==> config.mk <==
export PLATFORM = sky130hd
export DESIGN_NAME = hmsn_queue
export DESIGN_NICKNAME = d
export VERILOG_FILES = /design/src/design/hmsn_pkg.sv /design/src/design/hmsn_queue.sv
export SDC_FILE = /design/constraint.sdc
export NUM_CORES = 1
export LEC_CHECK = 0
export BUFFER_PORTS_ARGS = -buffer_cell sky130_fd_sc_hd__buf_2
export CORE_MARGIN = 3
export CORE_UTILIZATION = 30
export CTS_BUF_LIST = sky130_fd_sc_hd__clkbuf_8
export DETAILED_ROUTE_END_ITERATION = 12
export PLACE_DENSITY = 0.45
export SLEW_MARGIN = 0
export SYNTH_ARGS = -nofsm -noshare
export SYNTH_HDL_FRONTEND = slang
export SYNTH_SLANG_ARGS = --single-unit
==> constraint.sdc <==
create_clock -name clk -period 2.55 [get_ports clk]
set_input_delay 0.1275 -clock clk [delete_from_list [all_inputs] [get_ports clk]]
set_output_delay 0.1275 -clock clk [all_outputs]
set_load 0.02 [all_outputs]
==> src/design/hmsn_pkg.sv <==
// Shared types, constants and helpers of the heightmap sampler and normal unit.
// No dependencies; every other design file but hmsn_ram imports this package.
package hmsn_pkg;

  // grid and field sizes
  localparam int MAX_DIM    = 256;
  localparam int MIN_DIM    = 2;
  localparam int DIM_W      = 9;
  localparam int OP_W       = 2;
  localparam int CRD_W      = 16;
  localparam int HGT_W      = 16;
  localparam int CELL_W     = 8;
  localparam int FRAC_W     = 8;
  localparam int ONE_Q8     = 256;
  localparam int IN_W       = 56;
  localparam int OUT_W      = 64;
  localparam int USER_W     = 2;

  // four banks split by the low bits of row and column
  localparam int BANKS      = 4;
  localparam int BANK_AW    = 2 * (CELL_W - 1);
  localparam int BANK_DEPTH = 1 << BANK_AW;

  // front-to-back queue
  localparam int Q_DEPTH    = 4;
  localparam int QP_W       = $clog2(Q_DEPTH);

  // normal arithmetic
  localparam int VEC_W      = 19;
  localparam int MAG_W      = 18;
  localparam int VY_W       = 11;
  localparam int SQR_W      = 2 * MAG_W;
  localparam int LEN_W      = SQR_W + 2;
  localparam int SQ_N       = 27;
  localparam int RAD_PAD    = 2 * SQ_N - LEN_W;
  localparam int SQ_REM_W   = SQ_N + 2;
  localparam int NORM_SHIFT = 22;
  localparam int NUM_W      = MAG_W + NORM_SHIFT + 1;
  localparam int DIV_N      = 16;
  localparam int DREM_W     = SQ_N + 1;
  localparam int Q14_ONE    = 16384;
  localparam int SB_N       = SQ_N + DIV_N + 1;

  // operation codes on the input channel
  localparam logic [OP_W-1:0] OP_WRITE  = 2'd0;
  localparam logic [OP_W-1:0] OP_SAMPLE = 2'd1;
  localparam logic [OP_W-1:0] OP_NORMAL = 2'd2;

  // configuration register indexes
  localparam logic REG_GRID_WIDTH  = 1'b0;
  localparam logic REG_GRID_HEIGHT = 1'b1;

  typedef enum logic [1:0] {
    KIND_NOP,
    KIND_WRITE,
    KIND_SAMPLE,
    KIND_NORMAL
  } kind_t;

  // classified item as it sits in the queue
  typedef struct packed {
    kind_t              kind;
    logic [CELL_W-1:0]  x;
    logic [CELL_W-1:0]  y;
    logic [FRAC_W-1:0]  fx;
    logic [FRAC_W-1:0]  fy;
    logic               x_alt;
    logic               y_alt;
    logic               oor;
    logic               border;
    logic               zero_pt;
    logic               has_w;
    logic               has_e;
    logic               has_s;
    logic               has_n;
    logic [HGT_W-1:0]   hv;
  } cls_t;

  // sideband that travels beside the arithmetic
  typedef struct packed {
    logic              vld;
    kind_t             kind;
    logic              oor;
    logic              zero_pt;
    logic              border;
    logic [HGT_W-1:0]  height;
  } tag_t;

  function automatic logic [DIM_W-1:0] clamp_dim(input logic [DIM_W-1:0] v);
    if (v < DIM_W'(MIN_DIM)) return DIM_W'(MIN_DIM);
    if (v > DIM_W'(MAX_DIM)) return DIM_W'(MAX_DIM);
    return v;
  endfunction

endpackage

==> src/design/hmsn_queue.sv <==
// Short FIFO of classified items between the front and the back.
// Depends on hmsn_pkg.
module hmsn_queue import hmsn_pkg::*; (
  input  logic clk,
  input  logic rst_n,
  input  logic push,
  input  cls_t push_item,
  output logic full,
  input  logic pop,
  output logic valid,
  output cls_t head
);

  cls_t            mem_r [Q_DEPTH];
  logic [QP_W-1:0] wr_ptr_r, rd_ptr_r;
  logic [QP_W:0]   cnt_r, cnt_nxt;

  assign full  = (cnt_r == (QP_W+1)'(Q_DEPTH));
  assign valid = (cnt_r != '0);
  assign head  = mem_r[rd_ptr_r];

  always_comb begin
    cnt_nxt = cnt_r;
    if (push && !pop) cnt_nxt = cnt_r + 1'b1;
    if (!push && pop) cnt_nxt = cnt_r - 1'b1;
  end

  // advance pointers and count
  always_ff @(posedge clk) begin
    if (!rst_n) begin
      wr_ptr_r <= '0;
      rd_ptr_r <= '0;
      cnt_r    <= '0;
    end else begin
      if (push) wr_ptr_r <= wr_ptr_r + 1'b1;
      if (pop)  rd_ptr_r <= rd_ptr_r + 1'b1;
      cnt_r <= cnt_nxt;
    end
  end

  // store entries
  always_ff @(posedge clk) begin
    if (push) mem_r[wr_ptr_r] <= push_item;
  end

endmodule

# Word level (Yosys, flattened, before mapping)
# Memory sizes are Yosys's and may differ from the RTL's. A register that Yosys moved wholly into a read port is not among the register bits.
# Cells that the tools add are included.
# totals
output_inout_bits	61
ram_bits	236
memories	1
in_bits	63
elab_cells	21
reg_bits	7
# mem_list
memory	depth	word_bits	rd	rd_clocked_by_memory_dff	write_ports	line_no	rtl
mem_r	4	59	1	1	1	hmsn_queue.sv:14	cls_t mem_r [Q_DEPTH];
# classes
mux	6
add_sub_neg	4
eq_ne	1
n_reduce_logical	6
# ops
operator	n
$mux 3	2
$add 2x1->2 const B	2
$mux 2	2
$add 3x1->3 const B	1
$eq 3x3->1 const B	1
$reduce_bool 3->1	1
$sub 3x1->3 const B	1
$logic_and 1x1->1	2
$logic_not 1->1	2
$mux 1	2
$reduce_bool 2->1	1

# Depth between registers and ports, before layout
# logic_depth
ltp_word	4
ltp_mapped	7
ltp_nobuf	7

# Worst setup path before layout
# OpenSTA, ideal clock, no wires.
# synth_path
path_kind	reg-to-reg
from	register wr_ptr_r[0]
to	memory mem_r[2][0] (netlist bit), enable pin
arrival_ps	1934
n_path_buf	0
required_ps	2127
setup_slack_ps	193
stages_incl_launch_ff	4
cell_sequence	dfxtp_1 inv_1 ha_1 and2_1
# synth_rtl
element	line_no	rtl
start, declared	hmsn_queue.sv:15	logic [QP_W-1:0] wr_ptr_r, rd_ptr_r;
start signal, assigned	hmsn_queue.sv:35	if (push) wr_ptr_r <= wr_ptr_r + 1'b1;
end, declared	hmsn_queue.sv:14	
# Straight into the memory's write port.

==> summary.txt <==
STA
  • Clock skew: 11.2 ps
  • Final hold violations: 0
  • # setup viols final: 0
  • Slew @ Worst Pin: 447 ps
  • RSZ-0062 raised after global routing: no
  • Final min period: 2190 ps
  • Slew HR: 70.2%
  • Post-route setup TNS: 0 ps
  • Final Max Tran Viols: 0
  • Highest Clock Rate: 457 MHz
  • Fin Hold WS: 361 ps
  • Final period utilization: 85.8%

Min path
  • Hold crit path type: primary input to flop
  • Origin of the worst min-delay path: push_item[16]
  • Hold path endpoint: mem_r[2][16]
  • Worst hold path depth: 2

Power
  • Pwr per Cell Area: 766 nW/um2
  • Leak: 0.00396 uW
  • Maximum vdd drop: 0.296 mV

Clocking
  • Total CTS buffers: 41
  • Post-CTS setup buffer count: 0
  • Clk_lat worst skew: 520 ps
  • CTS Sinks: 245
  • Clock Path Buffers: 3
  • Clock root buffer: clkbuf_8
  • Hold_buf cts: 63
  • H-tree levels: 2
  • CTS tree: built
  • CTS clock-pin slew for the worst setup and hold paths: 60 ps
  • Post-CTS Resized: 0

Logic synthesis
  • Syn Inst Count: 355
  • Synthesis Warnings: 0
  • Mapped Area: 8980 um2
  • Syn_area_per_cell: 25.3 um2
  • Commonest cells in the netlist: 236 x edfxtp_1, 59 x mux4_2, 10 x and2_1, 9 x dfxtp_1, 6 x inv_1
  • Post-synth EDFFs: 236
  • Seq cells post-synth: 245
  • Synth Flop Type: edfxtp_1
  • Seq/Total Area, Yosys: 80.9%
  • Syn nets: 424
  • Distinct cell type count of the synthesized netlist: 21
  • Synth top area share: 78.9%
  • Share of flip-flops with an asynchronous set or reset: 0%
  • Most common cell in the netlist: edfxtp_1
  • Top post-synthesis cells by area: edfxtp_1 79%, mux4_2 15%, dfxtp_1 2.0%, and2_1 0.70%, ha_1 0.70%
  • Post-synth top area cell: edfxtp_1

Worst setup path
  • CP endpoint kind: output port
  • R2r startpoint: cnt_r[1]
  • Family with the most delay on the worst path: flip-flops
  • Setup CP Type: flop to output port
  • Reg-to-reg slack, setup: 800 ps
  • Reg2Reg Depth: 5
  • Max incr delay on CP: 630 ps
  • Crit-path cells: buf_12, mux4_2, buf_2
  • Worst flop-to-flop path endpoint: cnt_r[2]
  • Slowest cell on crit path: dfxtp_4
  • Critical path launch point type: flop
  • CP bufs+invs: 2
  • CP max FO: 35
  • CP Data Required Time: 2420 ps
  • Crit path DAT: 2060 ps

Global route
  • Global-route usage over all layers: 11.8%
  • Initial antenna violation count: 0
  • Largest net degree at the start of global routing: 41
  • First-pass GRT wire length: 28,300 um
  • Gr ovfl total: 0
  • Vias in the first global route: 4,913

Route
  • TritonRoute pass-1 iters: 5
  • Final Routed Wirelength: 18,500 um
  • Via count: 4,390
  • Post-DRT Antenna Nets: 0
  • Number of DRC markers in iteration 0: 203
  • Via/cell ratio: 4.43
  • DRC: 0
  • WL/cell: 18.7 um

Die
  • # IOs: 124
  • Starting Density: 30.9%
  • Core Footprint: 29,100 um2
  • Die X: 179 um
  • Die area: 32,000 um2
  • Chip Height: 179 um
  • Cell Rows: 62

Layout
  • Share of layout cells above drive strength 1: 40.6%
  • Nets: 648
  • Ant. Diodes: 0
  • Fin area: 11,500 um2
  • Final Util: 39.5%
  • Fillcell total: 2,660
  • Layout area overhead: 28.1%

Placed design
  • Cell Area, Placed: 10,100 um2
  • HPWL Detailed: 10,900 um
  • Routability Congestion: 0.661
  • IO Port Bufs: 123

Run
  • Max-Cap Viols: 0

Status
  • Outcome: complete, no violations
[metal layers]
layer	wire, um	up-vias	GRT usage (%)
met3	1210	31	3.43
met1	8250	2263	15.8
met5	0	-	0
li1	-	1956	-
met2	8710	140	18.8
met4	342	0	3.70
[layout by cell type (no fill, tap or decap), drive strengths merged]
cell	n
a21boi	1
and2	10
and3	1
buf	132
clkbuf	45
clkinv	6
clkinvlp	3
dfxtp	9
dlygate4sd3	63
edfxtp	236
fa	1
ha	5
inv	24
mux2i	1
mux4	59
nand2	2
nor2b	1
o21ai	2
or3	2
xnor2	2
xor2	3
[cell families after synthesis]
group | share of synthesized area, %
flops | 80.9
xor+xnor | 0.488
buf+inv | 1.49
fa+ha+maj | 0.920
simple gates | 1.06
mux | 14.9
compound gates | 0.195
[where the power goes]
| group | leakage (uW) | switching (uW) | internal [uW] |
|---|---|---|---|
| sequential | 0.00224 | 61.8 | 4620 |
| clock | 0.000434 | 1440 | 1610 |
| combinational | 0.00128 | 595 | 471 |
[registers in the layout, summed over array words and instances (netlist names), named ones only]
| register | flops |
|---|---|
| mem_r | 236 |
| cnt_r | 3 |
| rd_ptr_r | 2 |
| wr_ptr_r | 2 |
[per-stage QoR]
| step | total power (uW) | cells | setup WS (ps) |
|---|---|---|---|
| detailed placement | 5790 | 857 | 733 |
| global route | 9270 | 992 | 227 |
| global placement | 5760 | 857 | 854 |
| CTS | 9010 | 992 | 265 |
| finish | 8800 | 992 | 362 |
| floorplan | 5390 | 355 | 193 |
[worst max path at each step]
stage,from,endpoint,cells past startpoint
floorplan,wr_ptr_r[0],mem_r[2][0],3
global placement,flop,head[28],3
detailed placement,push,cnt_r[2],8
CTS,flop,head[28],3
global route,flop,head[48],3
finish,flop,head[48],3
[worst register-to-register path: cells and delay by family, from the launching register on]
| kind | cells | cell delay (ps) |
|---|---|---|
| compound gates | 1 | 260 |
| xor+xnor | 1 | 180 |
| fa+ha+maj | 1 | 430 |
| buf+inv | 1 | 80 |
| flops | 1 | 360 |
| simple gates | 1 | 340 |
[layout make-up]
class / instances / area [um2] / area share, %
Clock buffer: 45 / 619 / 5.39
Clock inverter: 27 / 115 / 1.00
Inverter: 6 / 22.5 / 0.196
Multi-Input combinational cell: 90 / 1590 / 13.8
Sequential cell: 245 / 7270 / 63.3
Tap cell: 384 / 480 / 4.18
Timing Repair Buffer: 195 / 1400 / 12.2
Power figures use the tool's default switching activity.
