$ cat config.mk
export PLATFORM = sky130hd
export DESIGN_NAME = hmsn_front
export DESIGN_NICKNAME = d
export VERILOG_FILES = /design/src/design/hmsn_pkg.sv /design/src/design/hmsn_front.sv
export SDC_FILE = /design/constraint.sdc
export NUM_CORES = 1
export LEC_CHECK = 0
export ABC_CLOCK_PERIOD_IN_PS = 2300
export BUFFER_PORTS_ARGS = -buffer_cell sky130_fd_sc_hd__buf_2
export CORE_MARGIN = 2
export CORE_UTILIZATION = 35
export DETAILED_ROUTE_END_ITERATION = 10
export PLACE_DENSITY = 0.73
export SLEW_MARGIN = 20
export SYNTH_ARGS = -nofsm -noshare
export SYNTH_HDL_FRONTEND = slang
export SYNTH_SLANG_ARGS = --single-unit
$ cat constraint.sdc
create_clock -name vclk -period 2.3
set_input_delay 0.115 -clock vclk [all_inputs]
set_output_delay 0.115 -clock vclk [all_outputs]
set_load 0.02 [all_outputs]
$ cat src/design/hmsn_pkg.sv
// Shared types, constants and helpers of the heightmap sampler and normal unit.
// No dependencies; every other design file but hmsn_ram imports this package.
package hmsn_pkg;

  // grid and field sizes
  localparam int MAX_DIM    = 256;
  localparam int MIN_DIM    = 2;
  localparam int DIM_W      = 9;
  localparam int OP_W       = 2;
  localparam int CRD_W      = 16;
  localparam int HGT_W      = 16;
  localparam int CELL_W     = 8;
  localparam int FRAC_W     = 8;
  localparam int ONE_Q8     = 256;
  localparam int IN_W       = 56;
  localparam int OUT_W      = 64;
  localparam int USER_W     = 2;

  // four banks split by the low bits of row and column
  localparam int BANKS      = 4;
  localparam int BANK_AW    = 2 * (CELL_W - 1);
  localparam int BANK_DEPTH = 1 << BANK_AW;

  // front-to-back queue
  localparam int Q_DEPTH    = 4;
  localparam int QP_W       = $clog2(Q_DEPTH);

  // normal arithmetic
  localparam int VEC_W      = 19;
  localparam int MAG_W      = 18;
  localparam int VY_W       = 11;
  localparam int SQR_W      = 2 * MAG_W;
  localparam int LEN_W      = SQR_W + 2;
  localparam int SQ_N       = 27;
  localparam int RAD_PAD    = 2 * SQ_N - LEN_W;
  localparam int SQ_REM_W   = SQ_N + 2;
  localparam int NORM_SHIFT = 22;
  localparam int NUM_W      = MAG_W + NORM_SHIFT + 1;
  localparam int DIV_N      = 16;
  localparam int DREM_W     = SQ_N + 1;
  localparam int Q14_ONE    = 16384;
  localparam int SB_N       = SQ_N + DIV_N + 1;

  // operation codes on the input channel
  localparam logic [OP_W-1:0] OP_WRITE  = 2'd0;
  localparam logic [OP_W-1:0] OP_SAMPLE = 2'd1;
  localparam logic [OP_W-1:0] OP_NORMAL = 2'd2;

  // configuration register indexes
  localparam logic REG_GRID_WIDTH  = 1'b0;
  localparam logic REG_GRID_HEIGHT = 1'b1;

  typedef enum logic [1:0] {
    KIND_NOP,
    KIND_WRITE,
    KIND_SAMPLE,
    KIND_NORMAL
  } kind_t;

  // classified item as it sits in the queue
  typedef struct packed {
    kind_t              kind;
    logic [CELL_W-1:0]  x;
    logic [CELL_W-1:0]  y;
    logic [FRAC_W-1:0]  fx;
    logic [FRAC_W-1:0]  fy;
    logic               x_alt;
    logic               y_alt;
    logic               oor;
    logic               border;
    logic               zero_pt;
    logic               has_w;
    logic               has_e;
    logic               has_s;
    logic               has_n;
    logic [HGT_W-1:0]   hv;
  } cls_t;

  // sideband that travels beside the arithmetic
  typedef struct packed {
    logic              vld;
    kind_t             kind;
    logic              oor;
    logic              zero_pt;
    logic              border;
    logic [HGT_W-1:0]  height;
  } tag_t;

  function automatic logic [DIM_W-1:0] clamp_dim(input logic [DIM_W-1:0] v);
    if (v < DIM_W'(MIN_DIM)) return DIM_W'(MIN_DIM);
    if (v > DIM_W'(MAX_DIM)) return DIM_W'(MAX_DIM);
    return v;
  endfunction

endpackage

$ cat src/design/hmsn_front.sv
// Front end: decodes an input item into a classified queue entry.
// Depends on hmsn_pkg.
module hmsn_front import hmsn_pkg::*; (
  input  logic [DIM_W-1:0] grid_width,
  input  logic [DIM_W-1:0] grid_height,
  input  logic [OP_W-1:0]  op,
  input  logic [CRD_W-1:0] cx,
  input  logic [CRD_W-1:0] cy,
  input  logic [HGT_W-1:0] hv,
  output cls_t             item
);

  logic [CELL_W-1:0] x, y;
  logic              x_edge, y_edge;

  assign x = cx[CRD_W-1:FRAC_W];
  assign y = cy[CRD_W-1:FRAC_W];
  assign x_edge = ({1'b0, x} == grid_width - DIM_W'(1));
  assign y_edge = ({1'b0, y} == grid_height - DIM_W'(1));

  // classify position and operation
  always_comb begin
    item.x       = x;
    item.y       = y;
    item.fx      = cx[FRAC_W-1:0];
    item.fy      = cy[FRAC_W-1:0];
    item.hv      = hv;
    item.oor     = ({1'b0, x} >= grid_width) || ({1'b0, y} >= grid_height);
    item.border  = x_edge || y_edge;
    item.zero_pt = (cx == '0) || (cy == '0);
    item.x_alt   = !x_edge;
    item.y_alt   = !y_edge;
    item.has_w   = (y != '0);
    item.has_e   = !y_edge;
    item.has_s   = (x != '0);
    item.has_n   = !x_edge;
    case (op)
      OP_WRITE:  item.kind = item.oor ? KIND_NOP : KIND_WRITE;
      OP_SAMPLE: item.kind = KIND_SAMPLE;
      OP_NORMAL: item.kind = KIND_NORMAL;
      default:   item.kind = KIND_NOP;
    endcase
  end

endmodule

## Word level (Yosys, flattened, before mapping)

Cells that the tools add are included.

| cells by class | value |
|---|---|
| $add $sub $neg | 2 |
| magnitude comparators | 2 |
| eq/ne operators | 4 |
| mux-type cells | 2 |
| reductions and logical operators | 10 |

Operators by type and width:

| cell | count |
|---|---|
| 16-bit logical NOT | 2 |
| 8-bit by 9-bit == test with 1-bit output | 2 |
| 8-bit by 9-bit >= comparator with 1-bit output | 2 |
| 9-bit by 1-bit subtractor with 9-bit output, second input constant | 2 |
| 8-bit nonzero test | 2 |
| 2-bit case mux with 3 select lines | 1 |
| 1-bit logical OR | 3 |
| 2-bit by 1-bit == test with 1-bit output, second input constant | 1 |
| 2-bit == test, second input constant | 1 |
| 1-bit logical NOT | 2 |
| 2-bit logical NOT | 1 |
| 1-bit 2-to-1 mux | 1 |

| word-level totals | value |
|---|---|
| register bits after elaboration | 0 |
| output and inout bits | 59 |

## Depth between registers and ports, before layout

Gate-level depths: netlist of run 1.

| logic depth | value |
|---|---|
| depth after elaboration | 4 |
| gate-level depth with buffers | 9 |
| depth with buffers taken out | 7 |

## Least setup slack after synthesis of run 1

Ideal clock, no wire load.

| timing | value |
|---|---|
| path type | input-to-output |
| from | input port grid_height[1] |
| to | output port item[23] (netlist bit) |
| data arrival time | 2.114 ns |
| setup slack | 0.071 ns |
| stages on the path | 9 |
| path buffers | 2 |
| cell sequence | inv_1 ha_1 or3b_1 buf_2 nor4_2 o21ai_1 a2111o_1 or3_1 buf_4 |

RTL lines:

| item | RTL line | text |
|---|---|---|
| start, declared | hmsn_front.sv:5 | `input logic [DIM_W-1:0] grid_height,` |
| end, declared | hmsn_front.sv:10 | `output cls_t item` |

==> flow_summary.json, run 1 <==
{
  "track_usage": 0.1440,
  "mostFrequentLayoutCell": "buf_2",
  "cp.buffers_inverters": 3,
  "path_max_fanout": 4,
  "grt_max_degree": 9,
  "num_antenna_cells": 0,
  "cts_setup_buffers": 0,
  "start_util": 0.3561,
  "drt-initial-drc-count": 25,
  "synth_fp_nets": 285,
  "hpwl_um": 3033,
  "routabilityCongestion": 0.8517,
  "cp_slowest_stage_delay_ns": 0.40,
  "slew_violations": 0,
  "synth_cell_types": 41,
  "utilization": 0.4059,
  "crit_family": "simple AND/OR/NAND/NOR gates",
  "ys_warn_count": 0,
  "syn_area_um2": 1404,
  "die-area_um2": 4533,
  "netlist_top_cells_area": "buf_4 27%, ha_1 17%, xnor2_1 8.7%",
  "arrival_ns": 2.07,
  "critPathLaunchType": "input pin",
  "regArea_um2": 0,
  "rows": 23,
  "cp_slowest_cell": "a2111o_1",
  "setup_viol": 0,
  "core_area_um2": 3943,
  "seq_cell_count": 0,
  "layout_common_cells": "95 x buf_2, 22 x inv_1, 18 x ha_1, 14 x xnor2_1, 10 x nor4_1",
  "firstDrtPassIters": 4,
  "cpMostUsedCell": "buf_2",
  "required_ns": 2.18,
  "path_cells": "buf_2 > inv_1 > ha_4 > or3b_1 > nor4_2 > o21ai_1 > a2111o_1 > or3_1 > buf_2",
  "power_leakage_nw": 0.8181,
  "synth_top_cell_by_area": "buf_4",
  "vias": 1473,
  "fmaxAchievable_mhz": 456.7,
  "wl_per_cell_um": 11.89,
  "nClkBuffers": 0,
  "die_h_um": 67.33,
  "path_class": "in -> out",
  "syn_avg_cell_area_um2": 7.090,
  "path_depth": 9,
  "synth_top_area_share": 0.2674,
  "min_to": "item[0]",
  "holdPathStages": 0,
  "hp-start": "hv[0]",
  "ir_drop_mv": 0.09181,
  "end_kind": "output pin",
  "fin_total_pwr_mw": 0.3050,
  "grt_pass1_wl_um": 5333,
  "antenna_found_initial": 0,
  "tns_ns": 0,
  "pin_count": 127,
  "maxCapViolCount": 0,
  "power.density_nw_per_um2": 190.6,
  "seq_area_frac_synth": 0,
  "totalWireLength_um": 3495,
  "grt_overflow_total": 0,
  "port_buffers": 95,
  "drive_gt1_frac": 0.4180,
  "hold_class": "in -> out",
  "min_period_ns": 2.189,
  "syn_to_final_growth_pct": 13.99,
  "die_x_um": 67.33,
  "nets": 333,
  "multi_input_area_um2": 964.7,
  "drc": 0,
  "via_per_inst": 5.010,
  "postRouteAntennaNets": 0,
  "finalCritPeriodShare": 0.9519,
  "nFillCells": 406,
  "tightest_slew_ns": 0.3586,
  "slew_headroom": 0.7547,
  "hold_viol": 0,
  "grt_pass1_vias": 1265,
  "run_status": "finished, final reports clean",
  "syn_inst": 198
}
synth_stat cells (7+ instances only):
cell / count
o21ai_0: 9
a21oi_1: 7
nand2_1: 9
ha_1: 19
nor4_1: 10
inv_1: 22
xnor2_1: 14
nor2_1: 7
buf_4: 50
cell families (layout without fill, tap and decap cells):
family,Yosys count,count (layout),share of synthesized area
and+or+nand+nor,53,53,0.2228
adders and majority gates,19,19,0.1693
AOI/OAI and AO/OA,36,36,0.1720
buffers and inverters,73,119,0.3298
xor gates and xnor gates,17,17,0.1061
final cells by class:
cell class,count,area share
multi-input combinational,125,0.6028
timing repair buffer,97,0.3065
inverter,22,0.05160
tap,50,0.03909
worst max path at each step:
stage	from	endpoint	slack (ns)
after detailed placement	grid_height[1]	item[18]	0.07
after floorplan	grid_height[1]	item[23]	0.07
final	grid_height[0]	item[18]	0.11
after global placement	grid_height[1]	item[23]	0.1
after global routing	grid_height[1]	item[23]	-0.02
after CTS	grid_height[1]	item[18]	0.06
per-layer routing:
| metal | GRT usage | up-vias | wire [um] |
|---|---|---|---|
| li1 | - | 743 | - |
| met1 | 0.1885 | 678 | 1505 |
| met2 | 0.2748 | 50 | 1786 |
| met3 | 0.003333 | 2 | 195 |
| met4 | 0.005102 | 0 | 8 |
| met5 | 0 | - | 0 |
power by group:
| part | internal [mW] | switching (mW) | leakage (nW) | total, mW |
|---|---|---|---|---|
| combinational | 0.128 | 0.177 | 0.818 | 0.305 |
| sequential | 0 | 0 | 0 | 0 |
| clock | 0 | 0 | 0 | 0 |
stage by stage:
stage / area, um^2 / cells / hold WS [ns] / worst slack, ns
6_report: 1600 / 294 / 0.2300 / 0.1105
5_1_grt: 1600 / 294 / 0.2300 / -0.02493
4_1_cts: 1577 / 294 / 0.2301 / 0.05654
3_5_place_dp: 1577 / 294 / 0.2301 / 0.07219
3_3_place_gp: 1577 / 294 / 0.2301 / 0.09672
2_1_floorplan: 1404 / 198 / 0.3426 / 0.07055
timing repair:
action	in CTS	in global routing
hold buffers	0	0
gates resized for setup	0	5
endpoints found under the setup margin	0	5
No activity file was read; power rests on OpenSTA's default activity.
==> run 2, diff against run 1 <==
--- a/config.mk
+++ b/config.mk
@@ -8,4 +8,5 @@
 export ABC_CLOCK_PERIOD_IN_PS = 2300
 export BUFFER_PORTS_ARGS = -buffer_cell sky130_fd_sc_hd__buf_2
+export CORE_ASPECT_RATIO = 1.25
 export CORE_MARGIN = 2
 export CORE_UTILIZATION = 35
==> constraint.sdc (replaced) <==
create_clock -name vclk -period 2.3
set_input_delay 0.46 -clock vclk [all_inputs]
set_output_delay 0.46 -clock vclk [all_outputs]
set_load 0.02 [all_outputs]
==> flow_summary.json, run 2 (synthesized netlist as in run 1, its figures left out) <==
{
  "port_buffers": 95,
  "drc": 0,
  "cp_slowest_stage_delay_ns": 0.42,
  "grt_pass1_wl_um": 6327,
  "hold_viol": 0,
  "num_antenna_cells": 0,
  "antenna_found_initial": 0,
  "cp_slowest_cell": "or3b_4",
  "syn_to_final_growth_pct": 61.68,
  "violations": "negative setup slack",
  "run_status": "complete, but fails checks",
  "finalCritPeriodShare": 1.199,
  "die-area_um2": 4537,
  "die_x_um": 60.65,
  "final_area_um2": 2270,
  "mostFrequentLayoutCell": "buf_2",
  "fin_total_pwr_mw": 0.4315,
  "nFillCells": 384,
  "vias": 1688,
  "grt_pass1_vias": 1603,
  "dpl_cell_area_um2": 2012,
  "core_area_um2": 3816,
  "final_cells": 346,
  "required_ns": 1.84,
  "tightest_slew_ns": 0.5549,
  "start_util": 0.3679,
  "layout_common_cells": "82 x buf_2, 50 x buf_4, 16 x inv_1, 14 x xnor2_1, 12 x ha_1",
  "power.density_nw_per_um2": 190.1,
  "min_period_ns": 2.758,
  "end_kind": "output pin",
  "slew_violations": 0,
  "nets": 381,
  "pin_count": 127,
  "tns_ns": -2.131,
  "hpwl_um": 3469,
  "routabilityCongestion": 0.8712,
  "multi_input_area_um2": 1131,
  "ir_drop_mv": 0.08154,
  "wl_per_cell_um": 11.92,
  "via_per_inst": 4.879,
  "utilization": 0.5948,
  "arrival_ns": 2.30,
  "path_class": "in -> out",
  "dp.cells": 343,
  "track_usage": 0.1709,
  "rsz0062_at_grt": "true",
  "drt-initial-drc-count": 24,
  "fin_ws_ns": -0.4584,
  "postRouteAntennaNets": 0,
  "rows": 25,
  "path_max_fanout": 4,
  "slew_headroom": 0.6300,
  "setup_viol": 5,
  "grt_max_degree": 7,
  "power_leakage_nw": 1.118,
  "nClkBuffers": 0,
  "regArea_um2": 0,
  "firstDrtPassIters": 4,
  "die_h_um": 74.81,
  "maxCapViolCount": 0,
  "path_cells": "buf_12 > inv_12 > ha_4 > or3b_4 > nor4_4 > o21ai_1 > a2111o_1 > or3_4 > buf_6",
  "grt_overflow_total": 0,
  "hold_class": "in -> out",
  "totalWireLength_um": 4125,
  "drive_gt1_frac": 0.6027,
  "seq_cell_count": 0,
  "critPathLaunchType": "input pin",
  "fmaxAchievable_mhz": 362.5
}
[run 2: changes by cell type in the layout (fill, tap and decap cells not counted), moves of 3 or more]
cell	previous run	this run
ha_1	18	12
a21oi_1	7	4
a21oi_2	0	3
ha_4	1	7
inv_1	22	16
buf_4	2	50
buf_6	0	10
buf_2	95	82
[run 2: layout make-up]
class	instances	area share
inverters	22	0.05182
multi-input cells	125	0.4983
well taps	54	0.02977
repair buffers	145	0.4201
[run 2: critical path, delay by kind of cell]
| family | cells | cell delay (ns) |
|---|---|---|
| fa+ha+maj | 1 | 0.12 |
| buf+inv | 3 | 0.29 |
| simple gates | 3 | 0.95 |
| compound gates | 2 | 0.48 |
[run 2: per-stage QoR]
| step | hold slack [ns] | setup WS (ns) |
|---|---|---|
| after global placement | 0.9201 | -0.5504 |
| final | 0.9200 | -0.4584 |
| after detailed placement | 0.9201 | -0.5798 |
| after floorplan | 1.033 | -0.4301 |
| after CTS | 0.9201 | -0.4667 |
| after global routing | 0.9200 | -0.5419 |
[run 2: metal layers]
metal,track usage,vias up,part of all wire
li1,-,843,-
met1,0.1799,772,0.36
met2,0.3560,61,0.57
met3,0.01031,12,0.056
met4,0.03623,0,0.016
met5,0,-,0
[run 2: final timing paths]
path | start | cells past startpoint | endpoint | slack [ns]
max | grid_height[0] | 9 | item[18] | -0.46
min | hv[10] | 0 | item[10] | 0.92
[run 2: power breakdown]
group / total, mW / switching [mW] / internal [mW]
clock network: 0 / 0 / 0
logic: 0.432 / 0.214 / 0.218
registers: 0 / 0 / 0
total: 0.432 / 0.214 / 0.218
[run 2: what timing repair did]
| item | 4_1_cts | 5_1_grt |
|---|---|---|
| pin swaps | 15 | 8 |
| hold buffers | 0 | 0 |
| endpoints found under the setup margin | 7 | 7 |
| buffers inserted | 3 | 1 |
| gates resized for setup | 43 | 13 |
